### config.mk
export PLATFORM = sky130hd
export DESIGN_NAME = long_press_touch_recognizer_unit
export DESIGN_NICKNAME = d
export VERILOG_FILES = /design/src/hdl/lptr_pkg.sv /design/src/hdl/long_press_touch_recognizer_unit.sv /design/src/hdl/lptr_datapath.sv /design/src/hdl/lptr_ctrl.sv
export SDC_FILE = /design/constraint.sdc
export NUM_CORES = 2
export LEC_CHECK = 0
export ABC_AREA = 0
export BUFFER_PORTS_ARGS = -buffer_cell sky130_fd_sc_hd__buf_2
export CORE_ASPECT_RATIO = 2
export CORE_UTILIZATION = 39
export DETAILED_ROUTE_END_ITERATION = 12
export PLACE_DENSITY = 0.5
export SYNTH_ARGS = -nofsm -noshare
export SYNTH_HDL_FRONTEND = slang
export SYNTH_SLANG_ARGS = --single-unit
### constraint.sdc
create_clock -name clock -period 8 [get_ports clock]
set_input_delay 0.8 -clock clock [delete_from_list [all_inputs] [get_ports clock]]
set_output_delay 0.8 -clock clock [all_outputs]
set_load 0.1 [all_outputs]
### src/hdl/lptr_pkg.sv
// Shared types, constants and codes of the long-press touch recognizer.
// Used by the controller, the datapath and the top level; depends on nothing.
`timescale 1ns / 1ps

package lptr_pkg;

   // Table size and the bound on results from one tick.
   localparam int MAX_TOUCHES = 8;
   localparam int MAX_RESULTS = 8;

   localparam int SLOT_W = (MAX_TOUCHES > 1) ? $clog2(MAX_TOUCHES) : 1;
   localparam int CNT_W  = $clog2(MAX_RESULTS + 1);

   // Field widths.
   localparam int KIND_W     = 2;
   localparam int EVENT_W    = 3;
   localparam int ID_W       = 8;
   localparam int POS_W      = 12;
   localparam int CD_W       = 16;
   localparam int MOVE_W     = 12;
   localparam int CSR_IDX_W  = 1;
   localparam int CSR_DATA_W = 16;
   localparam int SQ_W       = 2 * POS_W;

   // Register reset values.
   localparam logic [MOVE_W-1:0] MAX_MOVE_RESET   = MOVE_W'(60);
   localparam logic [CD_W-1:0]   HOLD_TICKS_RESET = CD_W'(400);

   // Register indexes.
   localparam logic [CSR_IDX_W-1:0] CSR_MAX_MOVEMENT = 1'b0;
   localparam logic [CSR_IDX_W-1:0] CSR_HOLD_TICKS   = 1'b1;

   // Request kinds.
   localparam logic [KIND_W-1:0] REQ_BEGIN = 2'd0;
   localparam logic [KIND_W-1:0] REQ_MOVE  = 2'd1;
   localparam logic [KIND_W-1:0] REQ_END   = 2'd2;
   localparam logic [KIND_W-1:0] REQ_TICK  = 2'd3;

   // Result kinds.
   localparam logic [EVENT_W-1:0] EV_STARTED    = 3'd0;
   localparam logic [EVENT_W-1:0] EV_MOVED      = 3'd1;
   localparam logic [EVENT_W-1:0] EV_CANCELED   = 3'd2;
   localparam logic [EVENT_W-1:0] EV_RECOGNIZED = 3'd3;
   localparam logic [EVENT_W-1:0] EV_REJECTED   = 3'd4;

   typedef struct packed {
      logic [KIND_W-1:0] req_type;
      logic [ID_W-1:0]   touch_id;
      logic [POS_W-1:0]  pos_x;
      logic [POS_W-1:0]  pos_y;
   } req_item_type;

   typedef struct packed {
      logic [EVENT_W-1:0] event_kind;
      logic [ID_W-1:0]    event_id;
      logic [POS_W-1:0]   origin_x_out;
      logic [POS_W-1:0]   origin_y_out;
      logic               last_of_run;
   } rsp_item_type;

   // Commands from the controller to the datapath.
   typedef struct packed {
      logic capture;
      logic scan;
      logic target;
      logic tick_step;
      logic apply;
      logic flush;
   } dp_cmd_type;

   // Status from the datapath to the controller.
   typedef struct packed {
      logic [KIND_W-1:0] req_kind;
      logic              cur_valid;
      logic              cur_cd_gt1;
      logic              cnt_full;
      logic              idx_last;
      logic              has_match;
      logic              pend_valid;
      logic              out_free;
   } dp_stat_type;

endpackage

### src/hdl/long_press_touch_recognizer_unit.sv
// Top level of the long-press touch recognizer: controller plus datapath.
// Depends on lptr_pkg, lptr_ctrl and lptr_datapath.
//
// Usage: requests (begin, move, end, tick) enter on the req_ valid/ready
// channel; results leave on the rsp_ valid/ready channel, last_of_run set on
// the final result of each request. Registers max_movement (index 0) and
// hold_ticks (index 1) are to be written through csr_ only while the block
// is idle; the block itself does not enforce it. One request is handled at
// a time. Begin, move and end walk the table, one slot per cycle; a move
// then runs the distance check (difference, squares, compare), and a move
// or end whose id is not held releases no result. A tick visits each slot
// in turn; an expiring touch is judged through the distance check and then
// released by an apply step. The result appears in the cycle after the step
// that releases it. A result is held back one step in a pending register so
// its end mark is known; the output register lets the next request be taken
// while the final result waits. When the receiver stalls, the walk stops
// before the pending register would overflow. Reset (synchronous) empties
// the table, clears both result registers and restores max_movement to 60
// and hold_ticks to 400.
`timescale 1ns / 1ps

module long_press_touch_recognizer_unit (
   input  logic                            clock,
   input  logic                            reset,
   input  logic                            req_valid,
   output logic                            req_ready,
   input  lptr_pkg::req_item_type          req_data,
   output logic                            rsp_valid,
   input  logic                            rsp_ready,
   output lptr_pkg::rsp_item_type          rsp_data,
   input  logic                            csr_write_en,
   input  logic [lptr_pkg::CSR_IDX_W-1:0]  csr_index,
   input  logic [lptr_pkg::CSR_DATA_W-1:0] csr_wdata
);
   import lptr_pkg::*;

   dp_cmd_type  cmd;
   dp_stat_type stat;

   lptr_ctrl u_ctrl (
      .clock     (clock),
      .reset     (reset),
      .req_valid (req_valid),
      .req_ready (req_ready),
      .req_kind  (req_data.req_type),
      .stat      (stat),
      .cmd       (cmd)
   );

   lptr_datapath u_datapath (
      .clock        (clock),
      .reset        (reset),
      .req_data     (req_data),
      .csr_write_en (csr_write_en),
      .csr_index    (csr_index),
      .csr_wdata    (csr_wdata),
      .cmd          (cmd),
      .stat         (stat),
      .rsp_ready    (rsp_ready),
      .rsp_valid    (rsp_valid),
      .rsp_data     (rsp_data)
   );

   // A new request never finds a result of the previous one still pending.
   a_idle_no_pending: assert property (@(posedge clock) disable iff (reset)
      (req_valid && req_ready) |-> !stat.pend_valid)
      else $error("request accepted while a result is pending");

   // Releasing a result never overwrites one the receiver has not taken.
   a_apply_room: assert property (@(posedge clock) disable iff (reset)
      cmd.apply |-> (!stat.pend_valid || stat.out_free))
      else $error("pending result released into a full output register");

   // A flush of a pending result shows it with the end mark next cycle.
   a_flush_marks_last: assert property (@(posedge clock) disable iff (reset)
      (cmd.flush && stat.pend_valid) |=> (rsp_valid && rsp_data.last_of_run))
      else $error("final result missing its end mark");

   // After an apply step the new result is held pending.
   a_apply_pends: assert property (@(posedge clock) disable iff (reset)
      cmd.apply |=> stat.pend_valid)
      else $error("applied result lost");

endmodule

### src/hdl/lptr_datapath.sv
// Datapath of the long-press touch recognizer: slot table, configuration,
// distance pipeline, pending result and output register. Depends on lptr_pkg.
`timescale 1ns / 1ps

module lptr_datapath (
   input  logic                            clock,
   input  logic                            reset,
   input  lptr_pkg::req_item_type          req_data,
   input  logic                            csr_write_en,
   input  logic [lptr_pkg::CSR_IDX_W-1:0]  csr_index,
   input  logic [lptr_pkg::CSR_DATA_W-1:0] csr_wdata,
   input  lptr_pkg::dp_cmd_type            cmd,
   output lptr_pkg::dp_stat_type           stat,
   input  logic                            rsp_ready,
   output logic                            rsp_valid,
   output lptr_pkg::rsp_item_type          rsp_data
);
   import lptr_pkg::*;

   function automatic logic [POS_W-1:0] abs_diff(input logic [POS_W-1:0] a,
                                                 input logic [POS_W-1:0] b);
      abs_diff = (a > b) ? (a - b) : (b - a);
   endfunction

   // Configuration registers.
   logic [MOVE_W-1:0] max_move_ff, max_move_in;
   logic [CD_W-1:0]   hold_ticks_ff, hold_ticks_in;

   // Captured request.
   req_item_type req_ff, req_in;

   // Slot table.
   logic [MAX_TOUCHES-1:0] slot_valid_ff, slot_valid_in;
   logic [ID_W-1:0]  slot_touch_ff [MAX_TOUCHES];
   logic [ID_W-1:0]  slot_touch_in [MAX_TOUCHES];
   logic [POS_W-1:0] slot_ox_ff [MAX_TOUCHES];
   logic [POS_W-1:0] slot_ox_in [MAX_TOUCHES];
   logic [POS_W-1:0] slot_oy_ff [MAX_TOUCHES];
   logic [POS_W-1:0] slot_oy_in [MAX_TOUCHES];
   logic [POS_W-1:0] slot_lx_ff [MAX_TOUCHES];
   logic [POS_W-1:0] slot_lx_in [MAX_TOUCHES];
   logic [POS_W-1:0] slot_ly_ff [MAX_TOUCHES];
   logic [POS_W-1:0] slot_ly_in [MAX_TOUCHES];
   logic [CD_W-1:0]  slot_cd_ff [MAX_TOUCHES];
   logic [CD_W-1:0]  slot_cd_in [MAX_TOUCHES];

   // Walk index, lookup results and per-tick result count.
   logic [SLOT_W-1:0] idx_ff, idx_in;
   logic              match_found_ff, match_found_in;
   logic [SLOT_W-1:0] match_idx_ff, match_idx_in;
   logic              free_found_ff, free_found_in;
   logic [SLOT_W-1:0] free_idx_ff, free_idx_in;
   logic [CNT_W-1:0]  cnt_ff, cnt_in;

   // Distance pipeline.
   logic [POS_W-1:0] dx_ff, dx_in, dy_ff, dy_in;
   logic [SQ_W-1:0]  dx2_ff, dx2_in, dy2_ff, dy2_in, m2_ff, m2_in;
   logic             too_far_ff, too_far_in;

   // Pending result and output register.
   logic         pend_valid_ff, pend_valid_in;
   rsp_item_type pend_ff, pend_in;
   logic         rsp_valid_ff, rsp_valid_in;
   rsp_item_type rsp_ff, rsp_in;

   logic              idx_last;
   logic [SLOT_W-1:0] idx_next;
   logic [POS_W-1:0]  ref_x, ref_y;
   rsp_item_type      new_item;

   assign idx_last = (idx_ff == SLOT_W'(MAX_TOUCHES - 1));
   assign idx_next = idx_last ? '0 : idx_ff + SLOT_W'(1);

   // Distance is from the origin to the request position, or to the last
   // position when a tick judges an expired touch.
   assign ref_x = (req_ff.req_type == REQ_TICK) ? slot_lx_ff[idx_ff] : req_ff.pos_x;
   assign ref_y = (req_ff.req_type == REQ_TICK) ? slot_ly_ff[idx_ff] : req_ff.pos_y;

   always_comb begin
      dx_in      = abs_diff(ref_x, slot_ox_ff[idx_ff]);
      dy_in      = abs_diff(ref_y, slot_oy_ff[idx_ff]);
      dx2_in     = SQ_W'(dx_ff) * SQ_W'(dx_ff);
      dy2_in     = SQ_W'(dy_ff) * SQ_W'(dy_ff);
      m2_in      = SQ_W'(max_move_ff) * SQ_W'(max_move_ff);
      too_far_in = ({1'b0, dx2_ff} + {1'b0, dy2_ff}) > {1'b0, m2_ff};
   end

   // Result that an apply step produces for the current slot.
   always_comb begin
      new_item              = '0;
      new_item.event_id     = req_ff.touch_id;
      new_item.origin_x_out = slot_ox_ff[idx_ff];
      new_item.origin_y_out = slot_oy_ff[idx_ff];
      case (req_ff.req_type)
         REQ_BEGIN: begin
            if (match_found_ff) begin
               new_item.event_kind = EV_STARTED;
            end else if (free_found_ff) begin
               new_item.event_kind   = EV_STARTED;
               new_item.origin_x_out = req_ff.pos_x;
               new_item.origin_y_out = req_ff.pos_y;
            end else begin
               new_item.event_kind   = EV_REJECTED;
               new_item.origin_x_out = '0;
               new_item.origin_y_out = '0;
            end
         end
         REQ_MOVE: begin
            new_item.event_kind = too_far_ff ? EV_CANCELED : EV_MOVED;
         end
         REQ_END: begin
            new_item.event_kind = EV_CANCELED;
         end
         default: begin
            new_item.event_kind = too_far_ff ? EV_CANCELED : EV_RECOGNIZED;
            new_item.event_id   = slot_touch_ff[idx_ff];
         end
      endcase
   end

   // Next-state logic of the table, walk state and result registers.
   always_comb begin
      max_move_in    = max_move_ff;
      hold_ticks_in  = hold_ticks_ff;
      req_in         = req_ff;
      slot_valid_in  = slot_valid_ff;
      slot_touch_in  = slot_touch_ff;
      slot_ox_in     = slot_ox_ff;
      slot_oy_in     = slot_oy_ff;
      slot_lx_in     = slot_lx_ff;
      slot_ly_in     = slot_ly_ff;
      slot_cd_in     = slot_cd_ff;
      idx_in         = idx_ff;
      match_found_in = match_found_ff;
      match_idx_in   = match_idx_ff;
      free_found_in  = free_found_ff;
      free_idx_in    = free_idx_ff;
      cnt_in         = cnt_ff;
      pend_valid_in  = pend_valid_ff;
      pend_in        = pend_ff;
      rsp_valid_in   = rsp_valid_ff;
      rsp_in         = rsp_ff;

      // The receiver takes the held result.
      if (rsp_valid_ff && rsp_ready) begin
         rsp_valid_in = 1'b0;
      end

      // Configuration writes.
      if (csr_write_en) begin
         case (csr_index)
            CSR_MAX_MOVEMENT: max_move_in   = csr_wdata[MOVE_W-1:0];
            CSR_HOLD_TICKS:   hold_ticks_in = csr_wdata[CD_W-1:0];
            default: ;
         endcase
      end

      // Take a new request and restart the walk.
      if (cmd.capture) begin
         req_in         = req_data;
         idx_in         = '0;
         match_found_in = 1'b0;
         free_found_in  = 1'b0;
         cnt_in         = '0;
      end

      // Lookup walk: first slot holding the id and first free slot.
      if (cmd.scan) begin
         if (!match_found_ff && slot_valid_ff[idx_ff] &&
             (slot_touch_ff[idx_ff] == req_ff.touch_id)) begin
            match_found_in = 1'b1;
            match_idx_in   = idx_ff;
         end
         if (!free_found_ff && !slot_valid_ff[idx_ff]) begin
            free_found_in = 1'b1;
            free_idx_in   = idx_ff;
         end
         idx_in = idx_next;
      end

      if (cmd.target) begin
         idx_in = match_found_ff ? match_idx_ff : free_idx_ff;
      end

      // Tick walk on a slot that does not expire now.
      if (cmd.tick_step) begin
         if (slot_valid_ff[idx_ff]) begin
            slot_cd_in[idx_ff] = (slot_cd_ff[idx_ff] > CD_W'(1)) ?
                                 slot_cd_ff[idx_ff] - CD_W'(1) : CD_W'(1);
         end
         idx_in = idx_next;
      end

      // Produce a result and update the slot it refers to.
      if (cmd.apply) begin
         if (pend_valid_ff) begin
            rsp_in             = pend_ff;
            rsp_in.last_of_run = 1'b0;
            rsp_valid_in       = 1'b1;
         end
         pend_in       = new_item;
         pend_valid_in = 1'b1;
         case (req_ff.req_type)
            REQ_BEGIN: begin
               if (!match_found_ff && free_found_ff) begin
                  slot_valid_in[idx_ff] = 1'b1;
                  slot_touch_in[idx_ff] = req_ff.touch_id;
                  slot_ox_in[idx_ff]    = req_ff.pos_x;
                  slot_oy_in[idx_ff]    = req_ff.pos_y;
                  slot_lx_in[idx_ff]    = req_ff.pos_x;
                  slot_ly_in[idx_ff]    = req_ff.pos_y;
                  slot_cd_in[idx_ff]    = hold_ticks_ff;
               end
            end
            REQ_MOVE: begin
               if (too_far_ff) begin
                  slot_valid_in[idx_ff] = 1'b0;
               end else begin
                  slot_lx_in[idx_ff] = req_ff.pos_x;
                  slot_ly_in[idx_ff] = req_ff.pos_y;
               end
            end
            REQ_END: begin
               slot_valid_in[idx_ff] = 1'b0;
            end
            default: begin
               slot_valid_in[idx_ff] = 1'b0;
               cnt_in                = cnt_ff + CNT_W'(1);
               idx_in                = idx_next;
            end
         endcase
      end

      // Release the final result of the request with its end mark.
      if (cmd.flush && pend_valid_ff) begin
         rsp_in             = pend_ff;
         rsp_in.last_of_run = 1'b1;
         rsp_valid_in       = 1'b1;
         pend_valid_in      = 1'b0;
      end
   end

   // Control registers.
   always_ff @(posedge clock) begin
      if (reset) begin
         max_move_ff    <= MAX_MOVE_RESET;
         hold_ticks_ff  <= HOLD_TICKS_RESET;
         slot_valid_ff  <= '0;
         idx_ff         <= '0;
         match_found_ff <= 1'b0;
         free_found_ff  <= 1'b0;
         cnt_ff         <= '0;
         pend_valid_ff  <= 1'b0;
         rsp_valid_ff   <= 1'b0;
      end else begin
         max_move_ff    <= max_move_in;
         hold_ticks_ff  <= hold_ticks_in;
         slot_valid_ff  <= slot_valid_in;
         idx_ff         <= idx_in;
         match_found_ff <= match_found_in;
         free_found_ff  <= free_found_in;
         cnt_ff         <= cnt_in;
         pend_valid_ff  <= pend_valid_in;
         rsp_valid_ff   <= rsp_valid_in;
      end
   end

   // Payload registers.
   always_ff @(posedge clock) begin
      req_ff        <= req_in;
      slot_touch_ff <= slot_touch_in;
      slot_ox_ff    <= slot_ox_in;
      slot_oy_ff    <= slot_oy_in;
      slot_lx_ff    <= slot_lx_in;
      slot_ly_ff    <= slot_ly_in;
      slot_cd_ff    <= slot_cd_in;
      match_idx_ff  <= match_idx_in;
      free_idx_ff   <= free_idx_in;
      dx_ff         <= dx_in;
      dy_ff         <= dy_in;
      dx2_ff        <= dx2_in;
      dy2_ff        <= dy2_in;
      m2_ff         <= m2_in;
      too_far_ff    <= too_far_in;
      pend_ff       <= pend_in;
      rsp_ff        <= rsp_in;
   end

   // Status toward the controller.
   always_comb begin
      stat.req_kind   = req_ff.req_type;
      stat.cur_valid  = slot_valid_ff[idx_ff];
      stat.cur_cd_gt1 = slot_cd_ff[idx_ff] > CD_W'(1);
      stat.cnt_full   = cnt_ff >= CNT_W'(MAX_RESULTS);
      stat.idx_last   = idx_last;
      stat.has_match  = match_found_ff;
      stat.pend_valid = pend_valid_ff;
      stat.out_free   = !rsp_valid_ff || rsp_ready;
   end

   assign rsp_valid = rsp_valid_ff;
   assign rsp_data  = rsp_ff;

endmodule

### src/hdl/lptr_ctrl.sv
// Controller of the long-press touch recognizer: sequences lookup walks,
// tick walks, distance checks and result release. Depends on lptr_pkg.
`timescale 1ns / 1ps

module lptr_ctrl (
   input  logic                         clock,
   input  logic                         reset,
   input  logic                         req_valid,
   output logic                         req_ready,
   input  logic [lptr_pkg::KIND_W-1:0]  req_kind,
   input  lptr_pkg::dp_stat_type        stat,
   output lptr_pkg::dp_cmd_type         cmd
);
   import lptr_pkg::*;

   typedef enum logic [8:0] {
      S_IDLE   = 9'b000000001,
      S_SCAN   = 9'b000000010,
      S_TARGET = 9'b000000100,
      S_TICK   = 9'b000001000,
      S_DIST   = 9'b000010000,
      S_MULT   = 9'b000100000,
      S_CMP    = 9'b001000000,
      S_APPLY  = 9'b010000000,
      S_FLUSH  = 9'b100000000
   } state_type;

   state_type state_ff, state_in;

   // Next state and commands.
   always_comb begin
      state_in  = state_ff;
      cmd       = '0;
      req_ready = 1'b0;
      case (state_ff)
         S_IDLE: begin
            req_ready = 1'b1;
            if (req_valid) begin
               cmd.capture = 1'b1;
               state_in    = (req_kind == REQ_TICK) ? S_TICK : S_SCAN;
            end
         end
         S_SCAN: begin
            cmd.scan = 1'b1;
            if (stat.idx_last) begin
               state_in = S_TARGET;
            end
         end
         S_TARGET: begin
            cmd.target = 1'b1;
            case (stat.req_kind)
               REQ_BEGIN: state_in = S_APPLY;
               REQ_MOVE:  state_in = stat.has_match ? S_DIST : S_FLUSH;
               REQ_END:   state_in = stat.has_match ? S_APPLY : S_FLUSH;
               default:   state_in = S_FLUSH;
            endcase
         end
         S_TICK: begin
            // An expiring slot is judged unless the result limit is reached.
            if (stat.cur_valid && !stat.cur_cd_gt1 && !stat.cnt_full) begin
               state_in = S_DIST;
            end else begin
               cmd.tick_step = 1'b1;
               if (stat.idx_last) begin
                  state_in = S_FLUSH;
               end
            end
         end
         S_DIST: state_in = S_MULT;
         S_MULT: state_in = S_CMP;
         S_CMP:  state_in = S_APPLY;
         S_APPLY: begin
            // The pending result must have room in the output register.
            if (!stat.pend_valid || stat.out_free) begin
               cmd.apply = 1'b1;
               if (stat.req_kind == REQ_TICK) begin
                  state_in = stat.idx_last ? S_FLUSH : S_TICK;
               end else begin
                  state_in = S_FLUSH;
               end
            end
         end
         S_FLUSH: begin
            if (!stat.pend_valid) begin
               state_in = S_IDLE;
            end else if (stat.out_free) begin
               cmd.flush = 1'b1;
               state_in  = S_IDLE;
            end
         end
         default: state_in = S_IDLE;
      endcase
   end

   always_ff @(posedge clock) begin
      if (reset) begin
         state_ff <= S_IDLE;
      end else begin
         state_ff <= state_in;
      end
   end

endmodule

Word-level counts from Yosys, hierarchy flattened. Cells that the tools add are included.

Logic and storage cells: 275. Output and inout port bits: 38. Flip-flop bits (word level): 840.

Bitwise logic cells: 5. Muxes and demuxes: 113. Multiply operators: 3. Add/subtract/negate cells: 8. Magnitude comparators: 9. Reductions and logical operators: 35. Equality and inequality tests: 23.

Operator list (number): 128-bit 2-to-1 mux (5); 96-bit bitwise mux (4); 96-bit 2-to-1 mux (4); 96-bit one-hot mux with 2 select lines (2); 128-bit bitwise mux (2); 12-bit 2-to-1 mux (13); 12-bit binary-select mux with 3-bit select (4); 36-bit 2-to-1 mux (3); 9-bit 2-to-1 mux (11); 9-bit one-hot mux with 9 select lines (1); 12-bit by 12-bit multiplier with 24-bit output (3); 24-bit 2-to-1 mux (3); 64-bit bitwise mux (1); 16-bit 2-to-1 mux (4); 16-bit binary-select mux with 3-bit select (1); 16-bit demux with 3-bit select (1); 8-bit 2-to-1 mux (6); 12-bit subtractor (4); 12-bit demux with 3-bit select (1); 3-bit 2-to-1 mux (10); 9-bit one-hot mux with 3 select lines (1); 24-bit by 24-bit adder with 25-bit output (1); 25-bit by 24-bit > comparator with 1-bit output (1); 1-bit 2-to-1 mux (25); other kinds (50) (85).

Logic depth before layout (Yosys ltp).
Depth after elaboration: 15. Mapped depth: 27. Mapped depth without buffers: 23.

Hierarchy. A second synthesis with hierarchy kept.

Cells, all modules: 4265. Area total of the unflattened synthesis: 47683.2 um^2.

By module, submodules not included: lptr_datapath (area an instance 46975.1 um^2, instances 1, cells each 4180, sequential area each 22161.3 um^2); lptr_ctrl (area an instance 708.2 um^2, instances 1, cells each 85, sequential area each 180.2 um^2).

Worst setup path before layout. Ideal clock, no wire load.

Path kind: reg2reg. Start: register u_ctrl.state_ff[4]. End: register u_datapath.slot_ox_ff[0] (netlist bit) (enable). Data arrival time: 5.888 ns. Clock period less this slack: 6.310 ns. Data required time: 7.579 ns. Slack: 1.690 ns. Stages on the path, launching flop included: 10. Cells stage by stage: dfxtp_1 -> nor2_1 -> or4b_1 -> or4_1 -> clkbuf_1 -> a21oi_1 -> nand3_1 -> buf_2 -> clkbuf_1 -> nor2_1.

RTL lines: start: declaration (line lptr_ctrl.sv:28) `state_type state_ff, state_in;`; start signal: assignment (line lptr_ctrl.sv:99) `state_ff <= state_in;`; end signal: assignment (line lptr_datapath.sv:272) `slot_ox_ff <= slot_ox_in;`; end: declaration (line lptr_datapath.sv:36) `logic [POS_W-1:0] slot_ox_ff [MAX_TOUCHES];`.

Final worst setup path.
Start: register u_datapath.idx_ff[2]. End: register u_datapath.dx_ff[10].

Longest elaborated chain between the ends: 7. Elaborated cells between the ends (all ways): 12. Classes of those cells: add/sub: 2; order compare: 1; mux: 8; bitwise: 1.

RTL lines: start: declaration (line lptr_datapath.sv:48) `logic [SLOT_W-1:0] idx_ff, idx_in;`; start signal: assignment (line lptr_datapath.sv:259) `idx_ff <= idx_in;`; 3-bit NOT with 4-bit output (not written as such) (*) (line lptr_datapath.sv:76, lptr_datapath.sv:80); 12-bit binary-select mux with 3-bit select (line lptr_datapath.sv:76) `assign ref_x = (req_ff.req_type == REQ_TICK) ? slot_lx_ff[idx_ff] : req_ff.pos_x;`; 12-bit 2-to-1 mux (not written as such) (2 in series) (line lptr_datapath.sv:76); 12-bit 2-to-1 mux (line lptr_datapath.sv:76); 12-bit subtractor or 12-bit > comparator (tied branches) (line lptr_datapath.sv:22) `abs_diff = (a > b) ? (a - b) : (b - a);`; 12-bit 2-to-1 mux (*) (line lptr_datapath.sv:22); net u_datapath.dx_in[10] (line lptr_datapath.sv:56) `logic [POS_W-1:0] dx_ff, dx_in, dy_ff, dy_in;`; end signal: assignment (line lptr_datapath.sv:279) `dx_ff <= dx_in;`; end: declaration (line lptr_datapath.sv:56).

The timed path passes the listed nets; every way through them passes the cells marked *. The select of a mux whose other input is x is not followed. A chain may end at the register's enable or synchronous reset.

==> impl.org <==
** Logic synthesis
- Post-synthesis cell type with the largest combined area :: sky130_fd_sc_hd__edfxtp_1
- Count of mapped cells out of synthesis :: around 4,000
- Counting flops with a built-in enable in the synthesized netlist gives about 560.
- Top cells by area in the synthesized netlist :: sky130_fd_sc_hd__edfxtp_1 (36%), sky130_fd_sc_hd__dfxtp_1 (12%), sky130_fd_sc_hd__fa_1 (10%)
- Average cell area after synthesis :: between 10 and 15 um2
- Number of distinct library cells after synthesis :: 81
- Count of synthesis-stage warnings from yosys :: 0
- Number of nets produced by synthesis :: about 4,600
- Proportion of netlist area held by the largest area contributor :: 0.3643
- In this run, synthesis produced a sequential element count of around 840.
- Most common flop cell mapped by yosys :: sky130_fd_sc_hd__edfxtp_1
- Share of synthesized registers carrying an async set or reset :: 0
- For this run, the register share of the synthesized area comes to 0.4858.
- Post-synth design cell area :: about 46,000 um2

** Setup path
- The critical path goes through buf_12, mux2_2, a22oi_1, o211ai_1, a221oi_1, inv_1, ha_1, fa_1, nand2b_1, a21boi_0, o21ai_0, a211oi_1, nor2_1, buf_4, mux2i_1, o21ai_0, a221oi_1, xnor2_1.
- Among all stages on the critical path, the largest delay is contributed by sky130_fd_sc_hd__dfxtp_4.
- Count of buffer and inverter cells on the critical path :: 3
- STA puts the critical path data arrival time at approximately 6.4 ns.
- For the worst setup path, the data required time is 8.59 ns.
- Type of element launching the critical path :: flip-flop
- Worst Setup End Kind :: flip-flop
- Endpoint of the most critical register-to-register path :: u_datapath.dx_ff[10]$_DFF_P_
- The setup path with the least slack is of type flip-flop to flip-flop.
- For flop-to-flop paths, the worst setup slack is around 2.2 ns.
- Grouping stages by cell kind, the critical path spends the most delay in compound AO/OA/AOI/OAI gates.
- Worst R2R Path Depth :: 18
- R2R Path Start :: u_datapath.idx_ff[2]$_SDFF_PP0_
- Maximum fanout along the worst path :: between 50 and 60
- Stage delay of the slowest cell on the critical path :: ~0.9 ns

** Die
- Die width :: between 200 and 250 um
- Number of cell rows :: 177
- Die extent in y :: just under 500 um
- Starting utilization of the core area :: 0.3941
- The region available for standard cell placement spans roughly 120,000 um2.
- The die covers about 120,000 um2.
- 94 I/O pins were placed.

** Routing
- In the routed design, unresolved DRC markers number 0.
- Average wire per cell in the routed design :: 23.26 um
- For this block, the initial DRC count from the detailed router was 1,538.
- Antenna Violating Nets Remaining :: 0
- Vias post-DR :: 30,100
- The routed design has ~130,000 um of wire.
- Number of optimization iterations in the first detailed-route pass :: 8
- Average via count per standard cell :: around 5.3

** Global route
- After global routing the overflow that remains totals 0.
- The first global-routing pass estimated between 150,000 and 200,000 um of wire.
- Overall Global Routing Usage :: 0.2231
- Largest net degree at the start of global routing :: 88
- The initial antenna violation count was 5.
- Vias in the first global route :: ~32,000

** Clock network
- Clock-pin slew on the worst setup and hold paths :: ~0.07 ns
- Root buffer selected by CTS :: sky130_fd_sc_hd__clkbuf_16
- The H-tree generated during clock tree synthesis spans 3 levels.
- Clock tree from TritonCTS :: yes
- Number of sinks handled by clock tree synthesis :: approximately 840
- The number of hold buffers added after CTS was 0.
- After clock tree synthesis, the repair step resized 0 gates.
- Once the clock tree was built, the setup fixing pass inserted 0 buffers.
- The clock passes through at most 3 buffers.
- Clock buffers created by TritonCTS :: 82
- The later pin in the worst-skew pair is clocked with a latency of around 0.70 ns.

** Timing
- The worst path needs 5.849 ns of the cycle, external delays included.
- Slew at the pin closest to its max-slew limit :: ~1.2 ns
- Final Skew :: about 0.037 ns
- Worst-case setup margin in the final layout :: around 2.2 ns
- Highest clock frequency the design can meet :: around 170 MHz
- Summed over all failing endpoints, the final setup total negative slack is 0 ns.
- Final number of hold-violating endpoints :: 0
- Pins over their slew limit :: 0
- Setup violations remaining at the end of the flow were counted as 0.
- Dividing the final minimum period by the clock period gives 0.7311.
- Relative max-transition margin :: 0.1639
- RSZ-0062 raised after global routing :: false
- Minimum hold slack :: 0.2796 ns

** Final layout
- Footprint of the flip-flops and latches :: between 20,000 and 25,000 um2
- The library cell used most frequently in the layout, excluding fill and tap cells, is sky130_fd_sc_hd__edfxtp_1.
- Share of cells above drive strength 1 :: 0.1080
- The final layout contains between 4,000 and 5,000 nets.
- The layout has around 11,000 filler cells.
- Leaving out fill and tap cells, the most frequent cells in the layout are sky130_fd_sc_hd__edfxtp_1 (558), sky130_fd_sc_hd__inv_1 (495), sky130_fd_sc_hd__dfxtp_1 (276), sky130_fd_sc_hd__ha_1 (270), sky130_fd_sc_hd__a21oi_1 (264).
- Multi-input gate area :: about 21,000 um2
- At the end of the flow the core is filled with cells to 0.4388.
- Layout Area Growth over Synthesis :: 11.35%

** Run
- Across the run, the number of max-cap violations was 0.

** Worst hold path
- The worst hold path begins at req_data[11].
- Counting instances, the worst hold path has a depth of 1.
- Hold EP :: u_datapath.req_ff[11]$_DFFE_PP_
- Worst Hold Class :: input port to flip-flop

** Run status
- The run finished with clean final reports.

** Placed design
- The wire-length estimate of the detail-placed layout is between 90,000 and 100,000 um.
- Pre-CTS setup slack :: between 2 and 2.5 ns
- Final estimated routing congestion in global placement :: roughly 0.85
- The count of buffers added on input and output ports is 93.
logic make-up (layout without fill, tap and decap cells):
| kind of cell | Yosys count | in the layout | share of synthesized area |
|---|---|---|---|
| AOI/OAI and AO/OA | 754 | 754 | 0.1094 |
| DFF | 837 | 837 | 0.4858 |
| xor gates and xnor gates | 132 | 132 | 0.02514 |
| adders and majority gates | 511 | 511 | 0.1784 |
| buffers and inverters | 680 | 818 | 0.05713 |
| muxes | 171 | 171 | 0.04551 |
| and+or+nand+nor | 924 | 924 | 0.09875 |
| other | 0 | 1 | 0 |
area by class of cell:
type                    instances  share of cell area
clock inverters                51             0.01200
flip-flops and latches        837              0.4365
well taps                    1521             0.03716
multi-input cells            2492              0.4143
diodes                          1          0.00004886
inverters                     497             0.03643
clock buffers                 101             0.04290
repair buffers                169             0.02072
layer usage:
layer | part of all wire | up-vias | GRT usage
li1 | - | 14060 | -
met1 | 0.38 | 15300 | 0.2408
met2 | 0.57 | 580 | 0.4452
met3 | 0.030 | 154 | 0.02358
met4 | 0.026 | 2 | 0.06630
met5 | 0.000099 | - | 0
metrics by stage:
step | instance area, um2 | cells
3_3_place_gp | 48400 | 5516
6_report | 51210 | 5669
2_1_floorplan | 45990 | 4009
3_5_place_dp | 48400 | 5516
5_1_grt | 51210 | 5669
4_1_cts | 51210 | 5668
worst register-to-register path: stages, from the launching register on:
cell	delay, ns
sky130_fd_sc_hd__dfxtp_4	0.88
sky130_fd_sc_hd__buf_12	0.40
sky130_fd_sc_hd__mux2_2	0.50
sky130_fd_sc_hd__a22oi_1	0.15
sky130_fd_sc_hd__o211ai_1	0.13
sky130_fd_sc_hd__a221oi_1	0.74
sky130_fd_sc_hd__inv_1	0.11
sky130_fd_sc_hd__ha_1	0.27
sky130_fd_sc_hd__fa_1	0.45
sky130_fd_sc_hd__nand2b_1	0.16
sky130_fd_sc_hd__a21boi_0	0.24
sky130_fd_sc_hd__o21ai_0	0.19
sky130_fd_sc_hd__a211oi_1	0.29
sky130_fd_sc_hd__nor2_1	0.25
sky130_fd_sc_hd__buf_4	0.25
sky130_fd_sc_hd__mux2i_1	0.18
sky130_fd_sc_hd__o21ai_0	0.13
sky130_fd_sc_hd__a221oi_1	0.30
sky130_fd_sc_hd__xnor2_1	0.15
flip-flops by register name, summed over array words and instances (netlist names), 9 cells and up, named ones only:
signal	count
u_datapath.slot_cd_ff	128
u_datapath.slot_lx_ff	96
u_datapath.slot_ly_ff	96
u_datapath.slot_ox_ff	96
u_datapath.slot_oy_ff	96
u_datapath.slot_touch_ff	64
u_datapath.rsp_data	36
u_datapath.pend_ff	35
u_datapath.req_ff	32
u_datapath.dx2_ff	23
u_datapath.dy2_ff	23
u_datapath.m2_ff	23
u_datapath.hold_ticks_ff	16
u_datapath.dx_ff	12
u_datapath.dy_ff	12
u_datapath.max_move_ff	12
u_ctrl.state_ff	9
cells in the mapped netlist, drive strengths merged, types with 21 or more instances:
master,count
edfxtp,558
inv,497
dfxtp,279
ha,270
a21oi,269
nor2,267
fa,241
nand2,217
and2,167
clkbuf,138
o21ai,110
xnor2,105
mux2i,82
mux2,65
a221oi,64
a22oi,62
nand3,57
buf,45
a21o,41
nor2b,34
and3,31
nor3,31
o22a,28
nand2b,27
o22ai,27
xor2,27
mux4,24
o21a,24
nand3b,21
how the worst max path moves through the flow:
stage | slack (ns) | to | depth (start not counted) | from
2_1_floorplan | 1.69 | u_datapath.slot_ox_ff[0]$_DFFE_PP_ | 9 | u_ctrl.state_ff[4]$_SDFFE_PP0P_
3_3_place_gp | 2.22 | u_datapath.dy2_ff[23]$_DFF_P_ | 19 | u_datapath.dy_ff[7]$_DFF_P_
3_5_place_dp | 2.15 | u_datapath.dy2_ff[23]$_DFF_P_ | 19 | u_datapath.dy_ff[7]$_DFF_P_
4_1_cts | 2.14 | u_datapath.dx_ff[10]$_DFF_P_ | 18 | u_datapath.idx_ff[2]$_SDFF_PP0_
5_1_grt | 1.81 | u_datapath.dx_ff[10]$_DFF_P_ | 18 | u_datapath.idx_ff[2]$_SDFF_PP0_
6_report | 2.15 | u_datapath.dx_ff[10]$_DFF_P_ | 18 | u_datapath.idx_ff[2]$_SDFF_PP0_
Power is left out: the tool's default activity adds up to more than one toggle a clock period on the data nets, which glitch-free logic cannot reach.
